===== config.mk =====
export PLATFORM = sky130hd
export DESIGN_NAME = cfr_divider
export DESIGN_NICKNAME = d
export VERILOG_FILES = /design/src/sv/cfr_pkg.sv /design/src/sv/cfr_divider.sv
export VERILOG_INCLUDE_DIRS = /design/src /design/src/sv
export SDC_FILE = /design/constraint.sdc
export NUM_CORES = 1
export LEC_CHECK = 0
export CELL_PAD_IN_SITES_DETAIL_PLACEMENT = 1
export CELL_PAD_IN_SITES_GLOBAL_PLACEMENT = 2
export CORE_UTILIZATION = 42
export CTS_CLUSTER_DIAMETER = 30
export DETAILED_ROUTE_END_ITERATION = 8
export DONT_BUFFER_PORTS = 1
export MAX_ROUTING_LAYER = met4
export PLACE_DENSITY = 0.84
export SYNTH_ARGS = -nofsm -noshare
export SYNTH_HDL_FRONTEND = slang
export SYNTH_SLANG_ARGS = --single-unit

===== constraint.sdc =====
create_clock -name clk -period 10.45 [get_ports clk]
set_clock_uncertainty 0.1 [all_clocks]
set_input_delay 1.045 -clock clk [delete_from_list [all_inputs] [get_ports clk]]
set_output_delay 1.045 -clock clk [all_outputs]
set_load 0.1 [all_outputs]

===== src/sv/continued_fraction_rationalizer_macros.svh =====
// Assertion macros for the continued fraction rationalizer.
// Expects clk and arst_n in the scope of each use.
`ifndef CONTINUED_FRACTION_RATIONALIZER_MACROS_SVH
`define CONTINUED_FRACTION_RATIONALIZER_MACROS_SVH

// same-cycle implication
`define CFR_ASSERT_NOW(label, ante, cons) \
	label: assert property (@(posedge clk) disable iff (!arst_n) (ante) |-> (cons)) \
		else $error("cfr: assertion failed");

// next-cycle implication
`define CFR_ASSERT_NEXT(label, ante, cons) \
	label: assert property (@(posedge clk) disable iff (!arst_n) (ante) |=> (cons)) \
		else $error("cfr: assertion failed");

`endif


===== src/sv/cfr_pkg.sv =====
// Package for the continued fraction rationalizer: widths, limits, item types.
// No dependencies.
`default_nettype none
package cfr_pkg;

	localparam int MAG_W  = 63;
	localparam int NUM_W  = 31;
	localparam int PROD_W = 2 * NUM_W;

	localparam int FRAC_BITS_DEF = 32;
	localparam int MAX_TERMS_DEF = 100;

	localparam logic [NUM_W-1:0] NUM_LIMIT = {NUM_W{1'b1}};

	typedef struct packed {
		logic             negative;
		logic [MAG_W-1:0] magnitude;
	} value_t;

	typedef struct packed {
		logic             result_negative;
		logic [NUM_W-1:0] numerator;
		logic [NUM_W-1:0] denominator;
	} ratio_t;

endpackage
`default_nettype wire


===== src/sv/cfr_divider.sv =====
// Iterative restoring divider, one quotient bit per cycle over MAG_W bits.
// Depends on cfr_pkg and the assertion macro header.
`default_nettype none
`include "continued_fraction_rationalizer_macros.svh"
module cfr_divider
	import cfr_pkg::*;
(
	input  wire logic             clk,
	input  wire logic             arst_n,
	input  wire logic             start,
	input  wire logic [MAG_W-1:0] dividend,
	input  wire logic [MAG_W-1:0] divisor,
	output logic      [MAG_W-1:0] quotient,
	output logic      [MAG_W-1:0] remainder,
	output logic                  done
);

	localparam int CNT_W = $clog2(MAG_W);
	localparam logic [CNT_W-1:0] LAST = CNT_W'(MAG_W - 1);

	logic             busy_q;
	logic             done_q;
	logic [CNT_W-1:0] cnt_q;
	logic [MAG_W-1:0] rem_q;
	logic [MAG_W-1:0] quo_q;
	logic [MAG_W-1:0] den_q;

	logic [MAG_W:0] trial;
	logic [MAG_W:0] diff;
	logic           take;

	assign trial = {rem_q, quo_q[MAG_W-1]};
	assign diff  = trial - {1'b0, den_q};
	assign take  = !diff[MAG_W];

	always_ff @(posedge clk or negedge arst_n) begin
		if (!arst_n) begin
			busy_q <= 1'b0;
			done_q <= 1'b0;
			cnt_q  <= '0;
		end else if (start) begin
			busy_q <= 1'b1;
			done_q <= 1'b0;
			cnt_q  <= '0;
		end else if (busy_q) begin
			cnt_q <= cnt_q + 1'b1;
			if (cnt_q == LAST) begin
				busy_q <= 1'b0;
				done_q <= 1'b1;
			end
		end else begin
			done_q <= 1'b0;
		end
	end

	always_ff @(posedge clk) begin
		if (start) begin
			rem_q <= '0;
			quo_q <= dividend;
			den_q <= divisor;
		end else if (busy_q) begin
			rem_q <= take ? diff[MAG_W-1:0] : trial[MAG_W-1:0];
			quo_q <= {quo_q[MAG_W-2:0], take};
		end
	end

	assign quotient  = quo_q;
	assign remainder = rem_q;
	assign done      = done_q;

	`CFR_ASSERT_NOW(a_done_idle, done_q, !busy_q)
	`CFR_ASSERT_NEXT(a_start_busy, start, busy_q && !done_q)
	`CFR_ASSERT_NEXT(a_busy_ends_done, busy_q && !start, busy_q || done_q)

endmodule
`default_nettype wire


==> results.ini <==
[logic_synthesis]
yosysMostFrequentCell=nand2_1
ys_seq_area_share_pct=44.33
synth_top_area_share_pct=31.98
ys_warn_count=0
ys_ff_latch=197
avgSynthCellArea_um2=9.496
synthDistinctLibCells=71
synth_area_leaders=edfxtp_1, dfxtp_1, ha_1, mux2_2, nand2_1
yosys-top-cells-count=nand2_1, edfxtp_1, inv_1
synth-edff-count=126
synth_cells=1246
ys.flop_type=edfxtp_1
yosys.area.top_type=edfxtp_1
synthArstFlopShare_pct=4.061
syn-num-nets=1441
netlist_area_mm2=0.01183

[sta]
fin_crit_ps=5190
finalSetupViolCount=0
rsz0062_at_grt=false
tightest_slew_ps=1192
drv_slew=0
hold_viol_final=0
holdWs_ps=164.0
timing.final.crit_share_pct=49.67
tns_ps=0
relSlewSlack_pct=20.45
clock.fmax_ghz=0.1927

[clock_tree]
h-tree-depth=4
cts_hold_buf=0
cts_tree=built
cts_resized=0
cts_buffers=17
root_buffer=clkbuf_16
clock_sinks=197
postCtsSetupBuffers=0
cts.reportedPaths.clkPinSlew_ps=80
clk_latency_ps=470
clockBufferDepth=2

[floorplanning]
num_rows=61
die_x_um=169.8
start_util_pct=42.59
io_pins=256
coreArea_mm2=0.02778
die_h_um=169.8
dieArea_mm2=0.02885

[drt]
vias=9147
ant_nets=0
drc_errors=0
post_drt_wl_per_cell_um=21.00
firstDrtPassIters=5
wirelength_um=33450
drt_iter0_drc=432
viasPerCell=5.742

[pwr]
pwr_density_cell_mw_per_mm2=153.4
ir_worst_vdd_mv=0.1443
p_leak_nw=5.046

[worst_setup_path]
endpoint_kind=flip-flop
path_class=flip-flop to flip-flop
start_kind=flip-flop
cp_data_required_time_ps=10730
reg2regPathDepth=12
crit_fanout=37
critical_path_arrival_ps=5470

[final_layout]
design_area_mm2=0.01272
fin_cells=1593
drive_gt1_share_pct=10.17
final_util_pct=45.79
final_nets=1391
syn_to_final_growth_pct=7.508

[global_route]
grt_pass1_wl_um=51850
grt.total_usage_pct=24.02
antenna_found_initial=6
grt_max_degree=192
grt_overflow_total=0
grt_pass1_vias=9457

[placement]
dp.cells=1555
dpl.hpwl_um=24750
gp_congestion=0.8573
port_buffers=0
placed_area_mm2=0.01208

[run_status]
outcome=finished, final reports clean

[run]
cap_viol_max_count=0

[min_path]
hold_class=input pin to async pin

path summary, 6_finish.rpt:
kind	from	endpoint	slack, ps
min	arst_n	cnt_q[3]	160
max reg2reg	remainder[47]	remainder[1]	5260
max	remainder[47]	remainder[1]	5260
min reg2reg	cnt_q[4]	cnt_q[4]	470
max in group asynchronous	arst_n	busy_q	10000
min in group clk	cnt_q[4]	cnt_q[4]	470
critical path, cell delays in order (launching register included):
cell,delay (ps)
dfxtp_1,1040
ha_1,460
a21o_1,210
a21o_1,170
a21oi_1,340
o21ba_2,230
o21ai_2,60
a21oi_1,180
mux2_2,410
or3_2,870
buf_4,420
or4b_1,500
o311ai_1,90
cell families after synthesis:
group                    synth area share [%]
AND/OR/NAND/NOR                         13.91
XOR/XNOR                                4.219
AO/OA/AOI/OAI                           18.39
buffers and inverters                   5.689
adder cells (fa/ha/maj)                 7.042
multiplexers                            6.429
flip-flops                              44.33
through the flow:
stage	worst slack [ps]	power (W)
after floorplan	6336	0.001234
after global placement	5395	0.001264
after detailed placement	5210	0.001267
after CTS	5184	0.001973
after global routing	5034	0.002016
final	5260	0.001952
area by class of cell:
| class | instances | area (um^2) |
|---|---|---|
| Antenna cell | 6 | 15.01 |
| Clock buffer | 17 | 425.4 |
| Clock inverter | 15 | 205.2 |
| Fill cell | 3180 | 15060 |
| Inverter | 93 | 349.1 |
| Multi-Input combinational cell | 876 | 5922 |
| Sequential cell | 197 | 5249 |
| Tap cell | 378 | 473.0 |
| Timing Repair Buffer | 11 | 82.58 |
routing by layer:
metal,wire length [um],up-vias,GRT usage (%)
met5,0,-,-
met4,690,0,7.834
met3,2175,40,6.860
met2,16230,239,39.95
met1,14350,4420,27.83
li1,-,4448,-
cell usage in the layout (no fill, tap or decap), types with 4 or more instances in the layout:
cell	n
a211o_1	5
a211oi_1	8
a21boi_0	4
a21o_1	31
a21oi_1	91
a311oi_1	46
a31oi_1	8
a32oi_1	10
and2_1	6
and3_1	5
buf_4	11
clkbuf_16	17
clkinv_8	4
dfrtp_1	7
dfxtp_1	63
diode_2	6
edfxtp_1	126
ha_1	65
inv_1	92
inv_12	5
mux2_2	64
mux2i_1	4
nand2_1	156
nand2b_1	13
nand3_1	10
nand4_1	33
nor2_1	87
nor2b_1	7
nor3_1	15
o211ai_1	10
o21a_1	11
o21ai_0	52
o21ai_1	5
o21bai_1	8
o31ai_1	6
or3_1	6
xnor2_1	38
xor2_1	19
sequential cells by signal, indices dropped and copies added, names as in the netlist:
register / count
den_q: 63
quotient: 63
remainder: 63
cnt_q: 6
busy_q: 1
done: 1
report_power, final:
| group | switching (W) | total (W) | internal (W) |
|---|---|---|---|
| sequential | 0.000224 | 0.00111 | 0.000882 |
| clock | 0.000367 | 0.000702 | 0.000335 |
| combinational | 0.0000804 | 0.000144 | 0.0000637 |
Power figures use the tool's default switching activity.
