[src/sv/continued_fraction_rationalizer_macros.svh]
// Assertion macros for the continued fraction rationalizer.
// Expects clk and arst_n in the scope of each use.
`ifndef CONTINUED_FRACTION_RATIONALIZER_MACROS_SVH
`define CONTINUED_FRACTION_RATIONALIZER_MACROS_SVH

// same-cycle implication
`define CFR_ASSERT_NOW(label, ante, cons) \
	label: assert property (@(posedge clk) disable iff (!arst_n) (ante) |-> (cons)) \
		else $error("cfr: assertion failed");

// next-cycle implication
`define CFR_ASSERT_NEXT(label, ante, cons) \
	label: assert property (@(posedge clk) disable iff (!arst_n) (ante) |=> (cons)) \
		else $error("cfr: assertion failed");

`endif

[src/sv/cfr_pkg.sv]
// Package for the continued fraction rationalizer: widths, limits, item types.
// No dependencies.
`default_nettype none
package cfr_pkg;

	localparam int MAG_W  = 63;
	localparam int NUM_W  = 31;
	localparam int PROD_W = 2 * NUM_W;

	localparam int FRAC_BITS_DEF = 32;
	localparam int MAX_TERMS_DEF = 100;

	localparam logic [NUM_W-1:0] NUM_LIMIT = {NUM_W{1'b1}};

	typedef struct packed {
		logic             negative;
		logic [MAG_W-1:0] magnitude;
	} value_t;

	typedef struct packed {
		logic             result_negative;
		logic [NUM_W-1:0] numerator;
		logic [NUM_W-1:0] denominator;
	} ratio_t;

endpackage
`default_nettype wire

[src/sv/cfr_mac.sv]
// Shared multiply-add with 31-bit limit check for convergent updates.
// Value and fits appear in the cycle after the operands; depends on cfr_pkg.
`default_nettype none
module cfr_mac
	import cfr_pkg::*;
(
	input  wire logic             clk,
	input  wire logic [MAG_W-1:0] term,
	input  wire logic [NUM_W-1:0] x1,
	input  wire logic [NUM_W-1:0] x0,
	output logic      [NUM_W-1:0] value,
	output logic                  fits
);

	logic [PROD_W-1:0] prod_s1;
	logic [NUM_W-1:0]  x0_s1;
	logic              ovf_s1;
	logic [PROD_W:0]   sum;

	// a term of 2^31 or more overflows whenever x1 is nonzero
	always_ff @(posedge clk) begin
		prod_s1 <= PROD_W'(term[NUM_W-1:0]) * PROD_W'(x1);
		x0_s1   <= x0;
		ovf_s1  <= (|term[MAG_W-1:NUM_W]) && (|x1);
	end

	assign sum   = {1'b0, prod_s1} + (PROD_W + 1)'(x0_s1);
	assign fits  = !ovf_s1 && (sum <= (PROD_W + 1)'(NUM_LIMIT));
	assign value = sum[NUM_W-1:0];

endmodule
`default_nettype wire

[config.mk]
export PLATFORM = sky130hd
export DESIGN_NAME = cfr_mac
export DESIGN_NICKNAME = d
export VERILOG_FILES = /design/src/sv/continued_fraction_rationalizer_macros.svh /design/src/sv/cfr_pkg.sv /design/src/sv/cfr_mac.sv
export SDC_FILE = /design/constraint.sdc
export NUM_CORES = 2
export LEC_CHECK = 0
export CORE_ASPECT_RATIO = 2
export CORE_UTILIZATION = 40
export CTS_BUF_LIST = sky130_fd_sc_hd__clkbuf_4
export CTS_CLUSTER_DIAMETER = 150
export DETAILED_ROUTE_END_ITERATION = 6
export DONT_BUFFER_PORTS = 1
export PLACE_DENSITY = 0.61
export SLEW_MARGIN = 20
export SYNTH_ARGS = -nofsm -noshare
export SYNTH_HDL_FRONTEND = slang
export SYNTH_SLANG_ARGS = --single-unit
[constraint.sdc]
create_clock -name clk -period 9.6 [get_ports clk]
set_clock_uncertainty 0.2 [all_clocks]
set_input_delay 1.92 -clock clk [delete_from_list [all_inputs] [get_ports clk]]
set_output_delay 1.92 -clock clk [all_outputs]
set_load 0.005 [all_outputs]
==> impl_metrics.prom <==
# TYPE chip_impl_metric gauge
chip_impl_info{name="result_of_the_run",value="finished clean"} 1
chip_impl_info{name="setup.worst_path.end",value="prod_s1[53]"} 1
chip_impl_metric{name="drive_gt1_frac",unit=""} 0.0162
chip_impl_metric{name="postCtsHoldBufs",unit=""} 0
chip_impl_metric{name="row_count",unit=""} 154
chip_impl_metric{name="drt-total-wl",unit="um"} 115000
chip_impl_metric{name="syn-cell-area",unit="um^2"} 35400
chip_impl_metric{name="die_wd",unit="um"} 212
chip_impl_info{name="clock_tree_from_tritoncts",value="done"} 1
chip_impl_metric{name="synthesis.nets",unit=""} 5128
chip_impl_metric{name="cp_data_required_time",unit="ps"} 9820
chip_impl_info{name="rsz0062_at_grt",value="no"} 1
chip_impl_metric{name="first_iter_violations",unit=""} 1369
chip_impl_info{name="synth.top_cells.by_count",value="838 x fa_1, 801 x inv_1, 516 x and2_1, 515 x nand2_1, 286 x ha_1"} 1
chip_impl_info{name="synth_top_flop_cell",value="dfxtp_1"} 1
chip_impl_info{name="yosysTopAreaCell",value="fa_1"} 1
chip_impl_metric{name="dieHeight",unit="um"} 423
chip_impl_metric{name="max_cap_viol_count",unit=""} 0
chip_impl_info{name="post-synth-top-count-cell",value="fa_1"} 1
chip_impl_metric{name="syn_area_per_cell",unit="um^2"} 9.14
chip_impl_metric{name="fmax",unit="MHz"} 111
chip_impl_metric{name="grt_antenna_before_repair",unit=""} 7
chip_impl_info{name="crit_start",value="term[16]"} 1
chip_impl_metric{name="asyncSetResetFlopFracSynth",unit=""} 0
chip_impl_metric{name="post_synth_num_cell_types",unit=""} 79
chip_impl_metric{name="grt_pass1_vias",unit=""} 29700
chip_impl_metric{name="final_number_of_setup_violating_endpoints",unit=""} 0
chip_impl_metric{name="drtAntennaViolNets",unit=""} 0
chip_impl_info{name="post_synth_main_area_contributors",value="fa_1 47%, ha_1 10%, and2_1 9.1%"} 1
chip_impl_metric{name="arrival",unit="ps"} 9210
chip_impl_metric{name="grt_residual_overflow",unit=""} 0
chip_impl_metric{name="design.die.area",unit="um^2"} 89900
chip_impl_metric{name="proportion_of_synthesized_chip_area_in_sequential_cells",unit=""} 0.0531
chip_impl_metric{name="tritoncts_num_sinks",unit=""} 94
chip_impl_metric{name="yosys_register_bits",unit=""} 94
chip_impl_metric{name="synth_enable_flop_cells",unit=""} 0
chip_impl_metric{name="clock_path_buffers",unit=""} 2
chip_impl_metric{name="maxSlewHeadroom",unit=""} 0.488
chip_impl_metric{name="final_hold_viol_count",unit=""} 0
chip_impl_info{name="hp-class",value="primary input to register"} 1
chip_impl_metric{name="drv_slew",unit=""} 0
chip_impl_metric{name="ctsResizeCount",unit=""} 0
chip_impl_metric{name="design.core.area",unit="um^2"} 87900
chip_impl_metric{name="syn_to_final_growth",unit="%"} 2.37
chip_impl_metric{name="drc",unit=""} 0
chip_impl_metric{name="hold-worst-slack",unit="ps"} 1230
chip_impl_metric{name="port-buffer-count",unit=""} 0
chip_impl_metric{name="grt_first_pass_wirelength",unit="um"} 174000
chip_impl_metric{name="dp_hpwl",unit="um"} 90100
chip_impl_metric{name="h-tree-depth",unit=""} 3
chip_impl_metric{name="post-cts-setup-buffer-count",unit=""} 0
chip_impl_metric{name="post_synthesis_cells",unit=""} 3878
chip_impl_metric{name="transition_at_the_pin_with_the_smallest_max_transition_slack",unit="ps"} 766
chip_impl_metric{name="place_congestion",unit=""} 0.904
chip_impl_metric{name="final_net_count",unit=""} 4939
chip_impl_metric{name="ios",unit=""} 158
chip_impl_metric{name="avg_wl_per_cell",unit="um"} 23.5
chip_impl_metric{name="via_count",unit=""} 26300
chip_impl_metric{name="detailedRoute.firstPassIterationCount",unit=""} 5
chip_impl_metric{name="clock_buffer_count_from_cts",unit=""} 9
chip_impl_info{name="timing.critical_path.to_type",value="register"} 1
chip_impl_metric{name="layout_min_cycle_time",unit="ps"} 8990
chip_impl_metric{name="initial_standard_cell_utilization_of_the_core",unit=""} 0.403
chip_impl_metric{name="viasPerCell",unit=""} 5.39
chip_impl_info{name="ctsRootBufferMaster",value="clkbuf_4"} 1
chip_impl_metric{name="fin_tns_setup",unit="ps"} 0
chip_impl_metric{name="grt_max_degree",unit=""} 33
chip_impl_info{name="critical_setup_path_kind",value="primary input to register"} 1
chip_impl_metric{name="yosys.area.top_type_share",unit=""} 0.473
chip_impl_info{name="setup.worst_path.start_class",value="primary input"} 1
chip_impl_metric{name="path_max_fanout",unit=""} 31
chip_impl_metric{name="path_clk_slew",unit="ps"} 180
chip_impl_metric{name="yosysWarnings",unit=""} 0
chip_impl_metric{name="track_usage",unit=""} 0.266
chip_impl_metric{name="final_min_period_over_clock_period",unit=""} 0.937
==> how the worst min path moves through the flow <==
stage,end,cells past startpoint,start,slack [ps]
6_report,x0_s1[29],0,x0[29],1230
5_1_grt,x0_s1[0],0,x0[0],1150
2_1_floorplan,x0_s1[0],0,x0[0],1750
4_1_cts,x0_s1[29],0,x0[29],1170
3_5_place_dp,x0_s1[10],0,x0[10],1750
3_3_place_gp,x0_s1[28],0,x0[28],1750
==> final cells by class <==
class | instances | area [um^2]
Antenna cell | 8 | 20.0
Clock buffer | 9 | 67.6
Clock inverter | 7 | 77.6
Fill cell | 8803 | 51600
Inverter | 801 | 3010
Multi-Input combinational cell | 2773 | 29700
Sequential cell | 94 | 1880
Tap cell | 1170 | 1460
Timing Repair Buffer | 10 | 75.1
==> routing by layer <==
metal  global-route usage  part of all wire  vias up
met5                    0           0.00024        -
met4                0.268              0.13        4
met3               0.0409             0.049      511
met2                0.493              0.54      938
met1                0.233              0.28    13600
li1                     -                 -    11200
==> through the flow <==
step           area, um^2   util  std cells  setup WS (ps)
3_3_place_gp        36100  0.411       4848            255
3_5_place_dp        36100  0.411       4848            207
6_report            36300  0.413       4872            607
5_1_grt             36300  0.413       4866            348
4_1_cts             36300  0.413       4864            772
2_1_floorplan       35400      -       3878            704
==> registers in the layout, indices dropped and copies added, names as in the netlist <==
| signal | cells |
|---|---|
| prod_s1 | 62 |
| x0_s1 | 31 |
| ovf_s1 | 1 |
==> critical path: stages <==
cell and delay [ps]:
and2_1 160, fa_1 500, fa_1 560, inv_1 60
fa_1 560, fa_1 450, fa_1 540, inv_1 50
fa_1 490, fa_1 420, fa_1 620, ha_1 490
nand4_1 150, nor3_1 340, nand2_1 110, nor3_2 270
o21ai_0 240, a21oi_1 340, and4bb_2 310, o31ai_4 320
a31oi_1 150, xnor2_1 140
==> layout by cell type (no fill, tap or decap), types with 3 or more instances in the layout <==
cell       instances
a21o_1            48
a31o_1             3
ha_1             286
a211oi_1           8
nand4_1           28
a221oi_2           3
fa_1             838
a31oi_1           13
diode_2            8
dfxtp_1           94
nor2_1            58
nor4_1            19
nor3_2             3
o21bai_1          10
o211ai_1          11
nand2_1          515
o21a_1            11
inv_1            801
nand3_1           38
and2_1           516
nand3b_1           5
nand2b_1           7
nor2b_1            7
nor3_1            17
clkbuf_4           9
o31a_1             4
buf_4             10
o21ai_1            3
a21oi_1           83
mux2i_1            4
and4_1             8
o41a_1             3
xnor2_1           60
or2_2              5
a211o_1            3
o21ai_0           46
xor2_1            34
a221oi_1           3
and3_1            19
o2111ai_1          4
==> logic make-up after synthesis <==
logic type,after synthesis,share of synthesized area
AO/OA/AOI/OAI,295,0.0576
adder cells (fa/ha/maj),1124,0.574
AND/OR/NAND/NOR,1255,0.181
XOR/XNOR,94,0.0232
multiplexers,5,0.00145
buffers and inverters,1011,0.109
flip-flops,94,0.0531
Power is not shown: default switching activity piles up to over one toggle a cycle in this logic, so the estimate is an artifact.
